`config.mk`:
```
export PLATFORM = sky130hd
export DESIGN_NAME = rtp_interarrival_jitter_table_unit_flat
export DESIGN_NICKNAME = d
export VERILOG_FILES = /design/src/rtl/rijt_pkg.sv /design/src/rtl/rijt_if.sv /design/src/rtl/rijt_conv.sv /design/src/rtl/rijt_table.sv /design/src/rtl/rtp_interarrival_jitter_table_unit.sv /design/src/flat_wrapper.sv
export SDC_FILE = /design/constraint.sdc
export NUM_CORES = 2
export LEC_CHECK = 0
export ABC_CLOCK_PERIOD_IN_PS = 20300
export BUFFER_PORTS_ARGS = -buffer_cell sky130_fd_sc_hd__buf_2
export CORE_MARGIN = 2
export CORE_UTILIZATION = 63
export DETAILED_ROUTE_END_ITERATION = 8
export PLACE_DENSITY = 0.85
export RECOVER_POWER = 25
export SLEW_MARGIN = 20
export SYNTH_ARGS = -nofsm -noshare
export SYNTH_HDL_FRONTEND = slang
export SYNTH_SLANG_ARGS = --single-unit
```
`constraint.sdc`:
```
create_clock -name clock -period 20.3 [get_ports clock]
set_clock_uncertainty 0.05 [all_clocks]
set_input_delay 2.03 -clock clock [delete_from_list [all_inputs] [get_ports clock]]
set_output_delay 2.03 -clock clock [all_outputs]
set_load 0.1 [all_outputs]
```
`src/rtl/rijt_pkg.sv`:
```
// ============================================================================
// RTP interarrival jitter table package
// Widths, scaling constants and the table access types shared by the block.
// ============================================================================
package rijt_pkg;

   localparam int NUM_STREAMS  = 16;
   localparam int STREAM_IDX_W = (NUM_STREAMS > 1) ? $clog2(NUM_STREAMS) : 1;

   // Payload field widths.
   localparam int STREAM_W  = 4;
   localparam int STAMP_W   = 32;
   localparam int RATE_W    = 18;
   localparam int ARR_W     = 48;
   localparam int JIT_W     = 40;
   localparam int PKT_CNT_W = 32;

   // One million is 15625 times 64: the odd part is multiplied in serially and
   // the power of two is appended as zero bits of the dividend.
   localparam int US_SCALE_ODD   = 15625;
   localparam int US_SCALE_W     = $clog2(US_SCALE_ODD + 1);
   localparam int US_SCALE_SHIFT = 6;
   localparam int PROD_W         = STAMP_W + US_SCALE_W;
   localparam int DIVD_W         = PROD_W + US_SCALE_SHIFT;
   localparam int SCALE_BIT_W    = $clog2(US_SCALE_W);
   localparam int STEP_CNT_W     = $clog2(DIVD_W);

   localparam logic [US_SCALE_W-1:0] US_SCALE_K = US_SCALE_W'(US_SCALE_ODD);

   // Jitter arithmetic: four fraction bits and a gain of one sixteenth.
   localparam int JIT_FRAC  = 4;
   localparam int JIT_GAIN  = 4;
   localparam int DIFF_W    = DIVD_W + 2;
   localparam int MAG_W     = DIFF_W - 1;
   localparam int ACC_W     = MAG_W + JIT_FRAC;

   localparam logic [JIT_W-1:0]     JIT_MAX = '1;
   localparam logic [PKT_CNT_W-1:0] CNT_MAX = '1;

   typedef struct packed {
      logic                    first;
      logic [STAMP_W-1:0]      prev_rtp;
      logic [ARR_W-1:0]        prev_arr;
      logic [JIT_W-1:0]        jitter;
      logic [PKT_CNT_W-1:0]    count;
   } tbl_entry_type;

   typedef struct packed {
      logic                    en;
      logic [STREAM_IDX_W-1:0] idx;
      logic [STAMP_W-1:0]      rtp;
      logic [ARR_W-1:0]        arr;
      logic [JIT_W-1:0]        jitter;
      logic [PKT_CNT_W-1:0]    count;
   } tbl_write_type;

endpackage

```
`src/rtl/rijt_if.sv`:
```
// ============================================================================
// RTP interarrival jitter table channels
// Valid/ready channels for packet arrivals and for per-packet results.
// ============================================================================
interface rijt_req_if import rijt_pkg::*; ();
   logic                valid;
   logic                ready;
   logic [STREAM_W-1:0] stream_index;
   logic                has_timestamp;
   logic [STAMP_W-1:0]  media_stamp;
   logic [RATE_W-1:0]   media_rate;
   logic [ARR_W-1:0]    arrival_time_us;

   modport source (output valid, stream_index, has_timestamp, media_stamp,
                   media_rate, arrival_time_us, input ready);
   modport sink   (input valid, stream_index, has_timestamp, media_stamp,
                   media_rate, arrival_time_us, output ready);
endinterface

interface rijt_rsp_if import rijt_pkg::*; ();
   logic                 valid;
   logic                 ready;
   logic [JIT_W-1:0]     jitter_q4;
   logic [PKT_CNT_W-1:0] stream_packets;
   logic [PKT_CNT_W-1:0] all_packets;
   logic                 timing_updated;

   modport source (output valid, jitter_q4, stream_packets, all_packets,
                   timing_updated, input ready);
   modport sink   (input valid, jitter_q4, stream_packets, all_packets,
                   timing_updated, output ready);
endinterface

```
`src/rtl/rijt_conv.sv`:
```
// ============================================================================
// RTP delta to microseconds converter
// Serial multiply by one million followed by a restoring divide by the rate,
// one bit per cycle.
// ============================================================================
module rijt_conv import rijt_pkg::*; (
   input  logic               clock,
   input  logic               reset,
   input  logic               start,
   input  logic [STAMP_W-1:0] delta,
   input  logic [RATE_W-1:0]  rate,
   output logic               done,
   output logic [DIVD_W-1:0]  quot
);

   typedef enum logic [2:0] {
      CV_IDLE = 3'b001,
      CV_MUL  = 3'b010,
      CV_DIV  = 3'b100
   } conv_state_type;

   conv_state_type          state_ff, state_in;
   logic [STEP_CNT_W-1:0]   cnt_ff, cnt_in;
   logic                    done_ff, done_in;
   logic [DIVD_W-1:0]       work_ff, work_in;
   logic [STAMP_W-1:0]      delta_ff, delta_in;
   logic [RATE_W-1:0]       rate_ff, rate_in;
   logic [RATE_W-1:0]       rem_ff, rem_in;
   logic [PROD_W-1:0]       prod_next;
   logic [RATE_W:0]         trial;
   logic                    fits;

   // Horner step over the bits of the scale constant, most significant first.
   always_comb begin
      prod_next = {work_ff[PROD_W-2:0], 1'b0};
      if (US_SCALE_K[cnt_ff[SCALE_BIT_W-1:0]]) begin
         prod_next = prod_next + PROD_W'(delta_ff);
      end
   end

   assign trial = {rem_ff, work_ff[DIVD_W-1]};
   assign fits  = (trial >= {1'b0, rate_ff});

   always_comb begin
      state_in = state_ff;
      cnt_in   = cnt_ff;
      done_in  = 1'b0;
      work_in  = work_ff;
      delta_in = delta_ff;
      rate_in  = rate_ff;
      rem_in   = rem_ff;
      unique case (state_ff)
         CV_IDLE: begin
            if (start) begin
               delta_in = delta;
               rate_in  = rate;
               work_in  = '0;
               rem_in   = '0;
               cnt_in   = STEP_CNT_W'(US_SCALE_W - 1);
               state_in = CV_MUL;
            end
         end
         CV_MUL: begin
            work_in = DIVD_W'(prod_next);
            cnt_in  = cnt_ff - 1'b1;
            if (cnt_ff == '0) begin
               work_in  = {prod_next, {US_SCALE_SHIFT{1'b0}}};
               cnt_in   = STEP_CNT_W'(DIVD_W - 1);
               state_in = CV_DIV;
            end
         end
         CV_DIV: begin
            // Dividend bits leave at the top while quotient bits enter below.
            work_in = {work_ff[DIVD_W-2:0], fits};
            rem_in  = fits ? RATE_W'(trial - {1'b0, rate_ff}) : trial[RATE_W-1:0];
            cnt_in  = cnt_ff - 1'b1;
            if (cnt_ff == '0) begin
               done_in  = 1'b1;
               state_in = CV_IDLE;
            end
         end
         default: begin
            state_in = CV_IDLE;
         end
      endcase
   end

   always_ff @(posedge clock) begin
      if (reset) begin
         state_ff <= CV_IDLE;
         done_ff  <= 1'b0;
      end else begin
         state_ff <= state_in;
         done_ff  <= done_in;
      end
      cnt_ff   <= cnt_in;
      work_ff  <= work_in;
      delta_ff <= delta_in;
      rate_ff  <= rate_in;
      rem_ff   <= rem_in;
   end

   assign done = done_ff;
   assign quot = work_ff;

endmodule

```
`src/rtl/rijt_table.sv`:
```
// ============================================================================
// RTP interarrival jitter stream table
// Per-stream timing state in registers, one read and one write port.
// ============================================================================
module rijt_table import rijt_pkg::*; (
   input  logic                    clock,
   input  logic                    reset,
   input  logic [STREAM_IDX_W-1:0] rd_idx,
   output tbl_entry_type           rd_entry,
   input  tbl_write_type           wr
);

   logic [NUM_STREAMS-1:0]  first_ff;
   logic [STAMP_W-1:0]      prev_rtp_ff [NUM_STREAMS];
   logic [ARR_W-1:0]        prev_arr_ff [NUM_STREAMS];
   logic [JIT_W-1:0]        jitter_ff   [NUM_STREAMS];
   logic [PKT_CNT_W-1:0]    count_ff    [NUM_STREAMS];

   always_ff @(posedge clock) begin
      if (reset) begin
         first_ff <= '1;
         for (int s = 0; s < NUM_STREAMS; s++) begin
            jitter_ff[s] <= '0;
            count_ff[s]  <= '0;
         end
      end else if (wr.en) begin
         first_ff[wr.idx]  <= 1'b0;
         jitter_ff[wr.idx] <= wr.jitter;
         count_ff[wr.idx]  <= wr.count;
      end
      // Previous stamps are only read once the stream has been written.
      if (wr.en) begin
         prev_rtp_ff[wr.idx] <= wr.rtp;
         prev_arr_ff[wr.idx] <= wr.arr;
      end
   end

   always_comb begin
      rd_entry.first    = first_ff[rd_idx];
      rd_entry.prev_rtp = prev_rtp_ff[rd_idx];
      rd_entry.prev_arr = prev_arr_ff[rd_idx];
      rd_entry.jitter   = jitter_ff[rd_idx];
      rd_entry.count    = count_ff[rd_idx];
   end

endmodule

```
`src/rtl/rtp_interarrival_jitter_table_unit.sv`:
```
// ============================================================================
// RTP interarrival jitter table unit
// Per-stream interarrival jitter estimator with saturating packet counters.
// ============================================================================
// Usage:
// One packet arrival is taken per beat on req_bus: stream index, RTP stamp
// with its presence flag, sample rate and arrival time in microseconds. For
// each beat exactly one result beat leaves on rsp_bus with the stream's
// jitter (Q.4 microseconds), its timed packet count, the overall packet count
// and whether timing state moved.
// A timed packet that follows an earlier one on its stream passes the look-up,
// the serial converter, which multiplies the RTP delta by one million and then
// divides it by the rate a bit at a time, the jitter update states (difference,
// magnitude, gap, step) and the handover to the output register. Untimed
// packets, first packets of a stream and out-of-range streams go from the
// look-up straight to the handover.
// One packet is worked on at a time; req_bus.ready is high only while idle, so
// no packet is taken before the last one's result is in the output register.
// The result sits in an output register, so a stalled receiver holds only that
// beat while the next packet is taken and worked on; the unit then waits with
// its finished result until the register frees.
// Synchronous reset marks every stream as awaiting its first timed packet and
// clears jitter and counters.
// ============================================================================
module rtp_interarrival_jitter_table_unit import rijt_pkg::*; (
   input  logic     clock,
   input  logic     reset,
   rijt_req_if.sink   req_bus,
   rijt_rsp_if.source rsp_bus
);

   typedef enum logic [7:0] {
      ST_IDLE = 8'b0000_0001,
      ST_LOOK = 8'b0000_0010,
      ST_CONV = 8'b0000_0100,
      ST_DIFF = 8'b0000_1000,
      ST_ABS  = 8'b0001_0000,
      ST_GAP  = 8'b0010_0000,
      ST_STEP = 8'b0100_0000,
      ST_FIN  = 8'b1000_0000
   } unit_state_type;

   unit_state_type          state_ff, state_in;

   // Captured packet.
   logic [STREAM_W-1:0]     stream_ff;
   logic                    has_ts_ff;
   logic [STAMP_W-1:0]      rtp_ff;
   logic [RATE_W-1:0]       rate_ff;
   logic [ARR_W-1:0]        arr_ff;

   logic [PKT_CNT_W-1:0]    all_count_ff, all_count_in;
   logic                    timed_ff, timed_in;
   logic [JIT_W-1:0]        jit_ff, jit_in;
   logic [PKT_CNT_W-1:0]    cnt_ff, cnt_in;
   logic [ARR_W:0]          arr_d_ff, arr_d_in;
   logic [DIFF_W-1:0]       diff_ff, diff_in;
   logic [ACC_W-1:0]        acc_ff, acc_in;
   logic [ACC_W-1:0]        gap_ff, gap_in;
   logic                    rise_ff, rise_in;

   logic                    rsp_valid_ff;
   logic [JIT_W-1:0]        rsp_jit_ff;
   logic [PKT_CNT_W-1:0]    rsp_cnt_ff;
   logic [PKT_CNT_W-1:0]    rsp_total_ff;
   logic                    rsp_upd_ff;

   logic                    req_take;
   logic                    rsp_free;
   logic                    in_range;
   logic                    timed_now;
   logic [STREAM_IDX_W-1:0] tbl_idx;
   tbl_entry_type           entry;
   tbl_write_type           tbl_wr;
   logic                    conv_start;
   logic                    conv_done;
   logic [DIVD_W-1:0]       conv_quot;
   logic [MAG_W-1:0]        mag;
   logic [ACC_W-1:0]        jit_wide;
   logic [ACC_W-1:0]        step_wide;
   logic [ACC_W-1:0]        moved;

   assign tbl_idx   = STREAM_IDX_W'(stream_ff);
   assign in_range  = (int'(stream_ff) < NUM_STREAMS);
   assign timed_now = in_range && has_ts_ff && (rate_ff != '0);

   rijt_table u_table (
      .clock    (clock),
      .reset    (reset),
      .rd_idx   (tbl_idx),
      .rd_entry (entry),
      .wr       (tbl_wr)
   );

   assign conv_start = (state_ff == ST_LOOK) && timed_now && !entry.first;

   rijt_conv u_conv (
      .clock (clock),
      .reset (reset),
      .start (conv_start),
      .delta (rtp_ff - entry.prev_rtp),
      .rate  (rate_ff),
      .done  (conv_done),
      .quot  (conv_quot)
   );

   assign req_take  = req_bus.valid && (state_ff == ST_IDLE);
   assign rsp_free  = !rsp_valid_ff || rsp_bus.ready;

   assign mag       = diff_ff[DIFF_W-1] ? MAG_W'(-diff_ff) : diff_ff[MAG_W-1:0];
   assign jit_wide  = ACC_W'(jit_ff);
   assign step_wide = gap_ff >> JIT_GAIN;
   assign moved     = rise_ff ? (jit_wide + step_wide) : (jit_wide - step_wide);

   always_comb begin
      state_in     = state_ff;
      all_count_in = all_count_ff;
      timed_in     = timed_ff;
      jit_in       = jit_ff;
      cnt_in       = cnt_ff;
      arr_d_in     = arr_d_ff;
      diff_in      = diff_ff;
      acc_in       = acc_ff;
      gap_in       = gap_ff;
      rise_in      = rise_ff;
      unique case (state_ff)
         ST_IDLE: begin
            if (req_take) begin
               if (all_count_ff != CNT_MAX) begin
                  all_count_in = all_count_ff + 1'b1;
               end
               state_in = ST_LOOK;
            end
         end
         ST_LOOK: begin
            timed_in = timed_now;
            jit_in   = in_range ? entry.jitter : '0;
            cnt_in   = in_range ? entry.count : '0;
            if (timed_now && (entry.count != CNT_MAX)) begin
               cnt_in = entry.count + 1'b1;
            end
            arr_d_in = {1'b0, arr_ff} - {1'b0, entry.prev_arr};
            state_in = conv_start ? ST_CONV : ST_FIN;
         end
         ST_CONV: begin
            if (conv_done) begin
               state_in = ST_DIFF;
            end
         end
         ST_DIFF: begin
            diff_in  = {{(DIFF_W-ARR_W-1){arr_d_ff[ARR_W]}}, arr_d_ff}
                       - DIFF_W'(conv_quot);
            state_in = ST_ABS;
         end
         ST_ABS: begin
            acc_in   = {mag, {JIT_FRAC{1'b0}}};
            state_in = ST_GAP;
         end
         ST_GAP: begin
            // Moving down rounds the step up so that the shift floors.
            rise_in  = (acc_ff >= jit_wide);
            gap_in   = (acc_ff >= jit_wide) ? (acc_ff - jit_wide)
                                            : (jit_wide - acc_ff + ACC_W'(15));
            state_in = ST_STEP;
         end
         ST_STEP: begin
            jit_in   = (moved > ACC_W'(JIT_MAX)) ? JIT_MAX : moved[JIT_W-1:0];
            state_in = ST_FIN;
         end
         ST_FIN: begin
            if (rsp_free) begin
               state_in = ST_IDLE;
            end
         end
         default: begin
            state_in = ST_IDLE;
         end
      endcase
   end

   always_comb begin
      tbl_wr.en     = (state_ff == ST_FIN) && rsp_free && timed_ff;
      tbl_wr.idx    = tbl_idx;
      tbl_wr.rtp    = rtp_ff;
      tbl_wr.arr    = arr_ff;
      tbl_wr.jitter = jit_ff;
      tbl_wr.count  = cnt_ff;
   end

   always_ff @(posedge clock) begin
      if (reset) begin
         state_ff     <= ST_IDLE;
         all_count_ff <= '0;
         rsp_valid_ff <= 1'b0;
      end else begin
         state_ff     <= state_in;
         all_count_ff <= all_count_in;
         if ((state_ff == ST_FIN) && rsp_free) begin
            rsp_valid_ff <= 1'b1;
         end else if (rsp_bus.ready) begin
            rsp_valid_ff <= 1'b0;
         end
      end
      if (req_take) begin
         stream_ff <= req_bus.stream_index;
         has_ts_ff <= req_bus.has_timestamp;
         rtp_ff    <= req_bus.media_stamp;
         rate_ff   <= req_bus.media_rate;
         arr_ff    <= req_bus.arrival_time_us;
      end
      if ((state_ff == ST_FIN) && rsp_free) begin
         rsp_jit_ff   <= jit_ff;
         rsp_cnt_ff   <= cnt_ff;
         rsp_total_ff <= all_count_ff;
         rsp_upd_ff   <= timed_ff;
      end
      timed_ff <= timed_in;
      jit_ff   <= jit_in;
      cnt_ff   <= cnt_in;
      arr_d_ff <= arr_d_in;
      diff_ff  <= diff_in;
      acc_ff   <= acc_in;
      gap_ff   <= gap_in;
      rise_ff  <= rise_in;
   end

   assign req_bus.ready          = (state_ff == ST_IDLE);
   assign rsp_bus.valid          = rsp_valid_ff;
   assign rsp_bus.jitter_q4      = rsp_jit_ff;
   assign rsp_bus.stream_packets = rsp_cnt_ff;
   assign rsp_bus.all_packets    = rsp_total_ff;
   assign rsp_bus.timing_updated = rsp_upd_ff;

   // The converter finishes only while the sequencer is waiting for it.
   a_conv_done_in_wait: assert property (@(posedge clock) disable iff (reset)
      conv_done |-> (state_ff == ST_CONV))
      else $error("converter finished outside its wait state");

   // A packet that moved timing state has been counted on its stream.
   a_updated_counted: assert property (@(posedge clock) disable iff (reset)
      (rsp_valid_ff && rsp_upd_ff) |-> (rsp_cnt_ff != '0))
      else $error("timing update reported with a zero stream count");

   // The overall packet counter never goes backwards.
   a_total_monotonic: assert property (@(posedge clock) disable iff (reset)
      !$past(reset) |-> (all_count_ff >= $past(all_count_ff)))
      else $error("overall packet count decreased");

endmodule

```
`src/flat_wrapper.sv`:
```
// flat-port wrapper written by rule: the top's interface ports become plain ports
module rtp_interarrival_jitter_table_unit_flat import rijt_pkg::*;
  (clock, reset, req_bus_valid, req_bus_stream_index, req_bus_has_timestamp, req_bus_media_stamp, req_bus_media_rate, req_bus_arrival_time_us, req_bus_ready, rsp_bus_valid, rsp_bus_jitter_q4, rsp_bus_stream_packets, rsp_bus_all_packets, rsp_bus_timing_updated, rsp_bus_ready);
  rijt_req_if req_bus_i ();
  rijt_rsp_if rsp_bus_i ();
  input  logic clock;
  input  logic reset;
  input wire logic [$bits(req_bus_i.valid)-1:0] req_bus_valid;
  input wire logic [$bits(req_bus_i.stream_index)-1:0] req_bus_stream_index;
  input wire logic [$bits(req_bus_i.has_timestamp)-1:0] req_bus_has_timestamp;
  input wire logic [$bits(req_bus_i.media_stamp)-1:0] req_bus_media_stamp;
  input wire logic [$bits(req_bus_i.media_rate)-1:0] req_bus_media_rate;
  input wire logic [$bits(req_bus_i.arrival_time_us)-1:0] req_bus_arrival_time_us;
  output wire logic [$bits(req_bus_i.ready)-1:0] req_bus_ready;
  output wire logic [$bits(rsp_bus_i.valid)-1:0] rsp_bus_valid;
  output wire logic [$bits(rsp_bus_i.jitter_q4)-1:0] rsp_bus_jitter_q4;
  output wire logic [$bits(rsp_bus_i.stream_packets)-1:0] rsp_bus_stream_packets;
  output wire logic [$bits(rsp_bus_i.all_packets)-1:0] rsp_bus_all_packets;
  output wire logic [$bits(rsp_bus_i.timing_updated)-1:0] rsp_bus_timing_updated;
  input wire logic [$bits(rsp_bus_i.ready)-1:0] rsp_bus_ready;
  assign req_bus_i.valid = req_bus_valid;
  assign req_bus_i.stream_index = req_bus_stream_index;
  assign req_bus_i.has_timestamp = req_bus_has_timestamp;
  assign req_bus_i.media_stamp = req_bus_media_stamp;
  assign req_bus_i.media_rate = req_bus_media_rate;
  assign req_bus_i.arrival_time_us = req_bus_arrival_time_us;
  assign req_bus_ready = req_bus_i.ready;
  assign rsp_bus_valid = rsp_bus_i.valid;
  assign rsp_bus_jitter_q4 = rsp_bus_i.jitter_q4;
  assign rsp_bus_stream_packets = rsp_bus_i.stream_packets;
  assign rsp_bus_all_packets = rsp_bus_i.all_packets;
  assign rsp_bus_timing_updated = rsp_bus_i.timing_updated;
  assign rsp_bus_i.ready = rsp_bus_ready;
  rtp_interarrival_jitter_table_unit u_core (.clock(clock), .reset(reset), .req_bus(req_bus_i), .rsp_bus(rsp_bus_i));
endmodule
```
Word level (Yosys, flattened, before mapping)
Memory sizes are Yosys's and may differ from the RTL's. A register that Yosys moved wholly into a read port is not among the register bits. Index checks and enable logic that the tools add are counted.

Add/subtract/negate cells: 14. Magnitude comparators: 6. Equal/unequal tests: 19. Muxes and demuxes: 50. Bitwise operators: 3. Reductions and logical operators: 26.

Operator list (number): 52-bit one-hot mux with 3 select lines (1); 57-bit two-way mux (2); 52-bit two-way mux (2); 40-bit two-way mux (2); 40-bit one-hot mux with 2 select lines (1); 32-bit by 1-bit adder with 32-bit output, second input constant (2); 32-bit two-way mux (2); 32-bit != test, second input constant (2); 8-bit one-hot mux with 8 select lines (1); 57-bit by 4-bit adder with 57-bit output, second input constant (1); 57-bit by 40-bit greater-or-equal comparator with 1-bit output (1); 57-bit by 40-bit greater-than comparator with 1-bit output, second input constant (1); 40-bit by 57-bit subtractor with 57-bit output (1); 57-bit by 40-bit subtractor with 57-bit output (1); 40-bit by 53-bit adder with 54-bit output (1); 40-bit by 53-bit subtractor with 54-bit output (1); 49-bit by 53-bit subtractor with 54-bit output (1); 53-bit two-way mux (1); 53-bit negation (1); 48-bit by 48-bit subtractor with 49-bit output (1); 46-bit by 32-bit adder with 46-bit output (1); 46-bit two-way mux (1); 40-bit OR reduction (1); 18-bit two-way mux (2); other kinds (43) (87).

Bits in registers: 682. Memory bits (writable): 2432. ROM bits: 16. Bits of input ports: 107. Output and inout bits: 107. Logic and storage cells: 151. Memories kept: 5.

Memories: u_core.u_table.prev_arr_ff (words 16, width 48, read ports 1, clocked after Yosys merged registers in 1, write ports 1, line rijt_table.sv:15) `logic [ARR_W-1:0] prev_arr_ff [NUM_STREAMS];`; u_core.u_table.jitter_ff (words 16, width 40, read ports 1, clocked after Yosys merged registers in 1, write ports 16, line rijt_table.sv:16) `logic [JIT_W-1:0] jitter_ff [NUM_STREAMS];`; u_core.u_table.count_ff (words 16, width 32, read ports 1, clocked after Yosys merged registers in 1, write ports 16, line rijt_table.sv:17) `logic [PKT_CNT_W-1:0] count_ff [NUM_STREAMS];`; u_core.u_table.prev_rtp_ff (words 16, width 32, read ports 1, clocked after Yosys merged registers in 1, write ports 1, line rijt_table.sv:14) `logic [STAMP_W-1:0] prev_rtp_ff [NUM_STREAMS];`; (name not given) (words 16, width 1, read ports 1, clocked after Yosys merged registers in 1, write ports 0, line rijt_conv.sv:36) `if (US_SCALE_K[cnt_ff[SCALE_BIT_W-1:0]]) begin`.

Logic depth before layout (Yosys ltp)
Word-level depth: 9. Gate-level depth with buffers: 27.

By module
From an unflattened synthesis, not the netlist that was laid out.

Cell total of the unflattened synthesis: 9925. Area total of the unflattened synthesis: 145219.3 µm².

Modules (own cells, without submodules): rijt_table (instances 1, cells each 5294, area each 100025.9 µm², sequential area each 73350.3 µm²); rtp_interarrival_jitter_table_unit (instances 1, cells each 3721, area each 36293.6 µm², sequential area each 15564.9 µm²); rijt_conv (instances 1, cells each 910, area each 8899.8 µm², sequential area each 3883.7 µm²).

Least setup slack after synthesis
Ideal clock, no wire load.

Kind: input port to flip-flop. From: input port rsp_bus_ready. To: memory u_core.u_table.count_ff[3][0] (enable). Arrival time: 14.529 ns. Required time: 19.851 ns. Path slack: 5.322 ns. Cell stages on the path: 6. Path buffers: 1. Path through: nor2b_1 > nor2_1 > nand4_1 > clkbuf_1 > nor3_1 > or2_2.

RTL lines: start, declared (line flat_wrapper.sv:20) `input wire logic [$bits(rsp_bus_i.ready)-1:0] rsp_bus_ready;`; end, declared (line rijt_table.sv:17).

==> metrics <==
Pleak 0.05465 uW; endpoints failing setup 0; Reg2Reg Setup Slack 12.50 ns; final worst slack 10.56 ns; DP HPWL 237400 um; CTS tree built; P_int 11390 uW; Net Sw Frac 25.00%; Worst Setup SP reset; M1 WL 138600 um; crit share post-route 47.97%; hold path startpoint u_core.rate_ff[16]$_DFFE_PP_; Required @ worst endpoint 20.83 ns; # resized after CTS 0; number of port buffers 213; Post-Synthesis Cells 9527; most frequent CP cell buf_4; Total Nets Final 10090; crit path time final 9.739 ns; vias in the first global route 90920; post-synthesis net count 10020; area share of the leading cell type in the synthesized netlist 63.38%; DRC Markers 0; HP Class register to register; fill cell count 13760; Psw 3796 uW; Starting Density 63.43%; initial antenna violation count 11; clock sinks 3115; Setup WS pre-CTS 12.70 ns; die area 0.2331 mm^2; worst skew pair latency 0.97 ns; Area Growth Syn to Fin 9.705%; total track usage 35.07%; vias per inst 7.092; die width 482.8 um; io pins 214; clock-pin slew on the worst setup and hold paths 0.06 ns; most frequent cells in the layout edfxtp_1 (3049), mux4_2 (743), and2_1 (619), a21oi_1 (420), nor4_1 (391); Max Fclk 102.7 MHz; Antenna Violating Nets Remaining 0; Avg Inst Size Synth 15.16 um^2; Slowest-stage cell, CP clkbuf_1; metal3 WL 42990 um; Worst path max stage delay 4.46 ns; DRT Pass-1 Iters 8; FP Rows 175; Comb power frac 12.9%; Fin. Hold Viols 0; Setup CP Type primary input to register; unrepaired setup endpoints after global routing false; Worst Path Buf+Inv 4; H-Tree Depth 5; CTS Hold Buffers Added 0; global-route wire length before repair 599000 um; Seq pwr share 48.8%; cells along the critical path clkbuf_1 > buf_4 > buf_4 > nand2b_4 > buf_4; vias post-DR 91080; Crit path max-delay family buffers and inverters; Pins Over Slew Limit 256; floorplan core area 0.2277 mm^2; DR top layer met5; worst-path fanout max 132; Relative slew margins -335.8%; Worst Tran Pin Value 6.537 ns; area leader, netlist edfxtp_1; Overflow after GRT 0; layout cells sized above 1 16.72%; commonest non-fill, non-tap cell in the layout edfxtp_1; clock share of power 38.4%; Unique masters post-synth 91; status complete, but fails checks; PD cells 95.81 mW/mm^2; top post-synthesis cells by area edfxtp_1 (63%), mux4_2 (12%), ha_1 (3.3%); critical path capture point type register; asr flop ratio synth 0%; Worst IR Drop VDD 0.1300 mV; Fin Setup TNS 0 ns; WL/cell 31.95 um; clk buf depth 4; Yosys warnings 0; largest net degree at the start of global routing 247; Worst Path Arrival 10.26 ns; failing checks max-capacitance violations, max-slew violations; DR WL met2 200500 um; Top FF cell, synth edfxtp_1; Synth Cell Area 0.1444 mm^2; Root Buffer clkbuf_16; Die H 482.8 um; Synth Register Bits 3115; # Max-Cap Violations 3; EDFF count, synth 3049; Inserted Clock Buffers 327; Iter 0 DRT Violations 13530; drt total wl 410300 um; gpl congestion 0.9885; critical path startpoint category primary input; # Post-CTS Setup Buffers 0; sequential area share after synthesis 64.30%
power groups by stage:
stage	Combinational [uW]	Sequential (uW)	Clock, uW
floorplan	1360	7440	0
global placement	1790	7520	0
detailed placement	1850	7530	0
CTS	1910	7400	5840
global route	2040	7410	6060
finish	1950	7400	5830
cell families (layout without fill, tap and decap cells):
family,Yosys count,after routing,share of synthesized area (%)
buffers and inverters,1007,1310,2.697
AO/OA/AOI/OAI,1298,1298,5.683
flip-flops,3115,3115,64.30
multiplexers,818,818,12.12
XOR/XNOR,389,389,2.359
other,0,4,0
adder cells (fa/ha/maj),386,386,3.380
AND/OR/NAND/NOR,2514,2514,9.463
path summary, 6_finish.rpt:
check	end	cells after the start
hold reg to reg	u_core.u_conv.rate_ff[16]$_DFFE_PP_	0
setup / recovery	u_core.u_table.count_ff[4][1]$_SDFFCE_PN0P_	5
setup reg to reg	u_core.arr_d_ff[47]$_DFFE_PP_	19
hold / removal	u_core.u_conv.rate_ff[16]$_DFFE_PP_	0
layout make-up:
type / instances / area, um^2 / area share [%]
Antenna cell: 4 / 10.01 / 0.006316
Clock buffer: 408 / 8682 / 5.479
Clock inverter: 153 / 1406 / 0.8875
Inverter: 400 / 1521 / 0.9601
Multi-Input combinational cell: 5405 / 48010 / 30.29
Sequential cell: 3115 / 92890 / 58.62
Tap cell: 3009 / 3765 / 2.376
Timing Repair Buffer: 349 / 2182 / 1.377
sequential cells by signal (all words and copies together) (netlist names), 48 cells and up, named ones only:
register	flops
u_core.u_table.prev_rtp_ff	512
u_core.u_table.count_ff	512
u_core.gap_ff	53
u_core.u_conv.quot	52
u_core.arr_d_ff	49
u_core.u_table.prev_arr_ff	768
u_core.diff_ff	54
u_core.acc_ff	53
u_core.u_table.jitter_ff	640
u_core.arr_ff	48
synthesized netlist by cell type (all sizes together) (66+ instances only):
cell / number
a21o: 127
a21oi: 420
and2: 620
buf: 111
clkbuf: 496
dfxtp: 66
edfxtp: 3049
ha: 379
inv: 399
mux4: 743
nand2: 317
nand2b: 66
nand3: 116
nand4: 73
nor2: 378
nor2b: 67
nor3: 285
nor4: 396
o21ai: 271
xnor2: 282
xor2: 107
stage by stage:
stage               area [um^2]  power, uW  hold slack, ns  cells  utilization (%)
floorplan                144500       8808          0.3582   9527                -
global placement         148400       9309          0.3810  12280            65.15
detailed placement       148400       9382          0.3900  12280            65.15
CTS                      158400      15150          0.4029  12840            69.58
global route             158500      15510          0.4065  12840            69.59
finish                   158500      15180          0.4010  12840            69.59
routing by layer:
metal  up-vias  GRT usage, %
met5         -             0
met4        10         21.04
met3      1445         6.628
met2      6957         57.08
met1     45400         44.22
li1      37270             -
(Power assumes the default switching activity.)
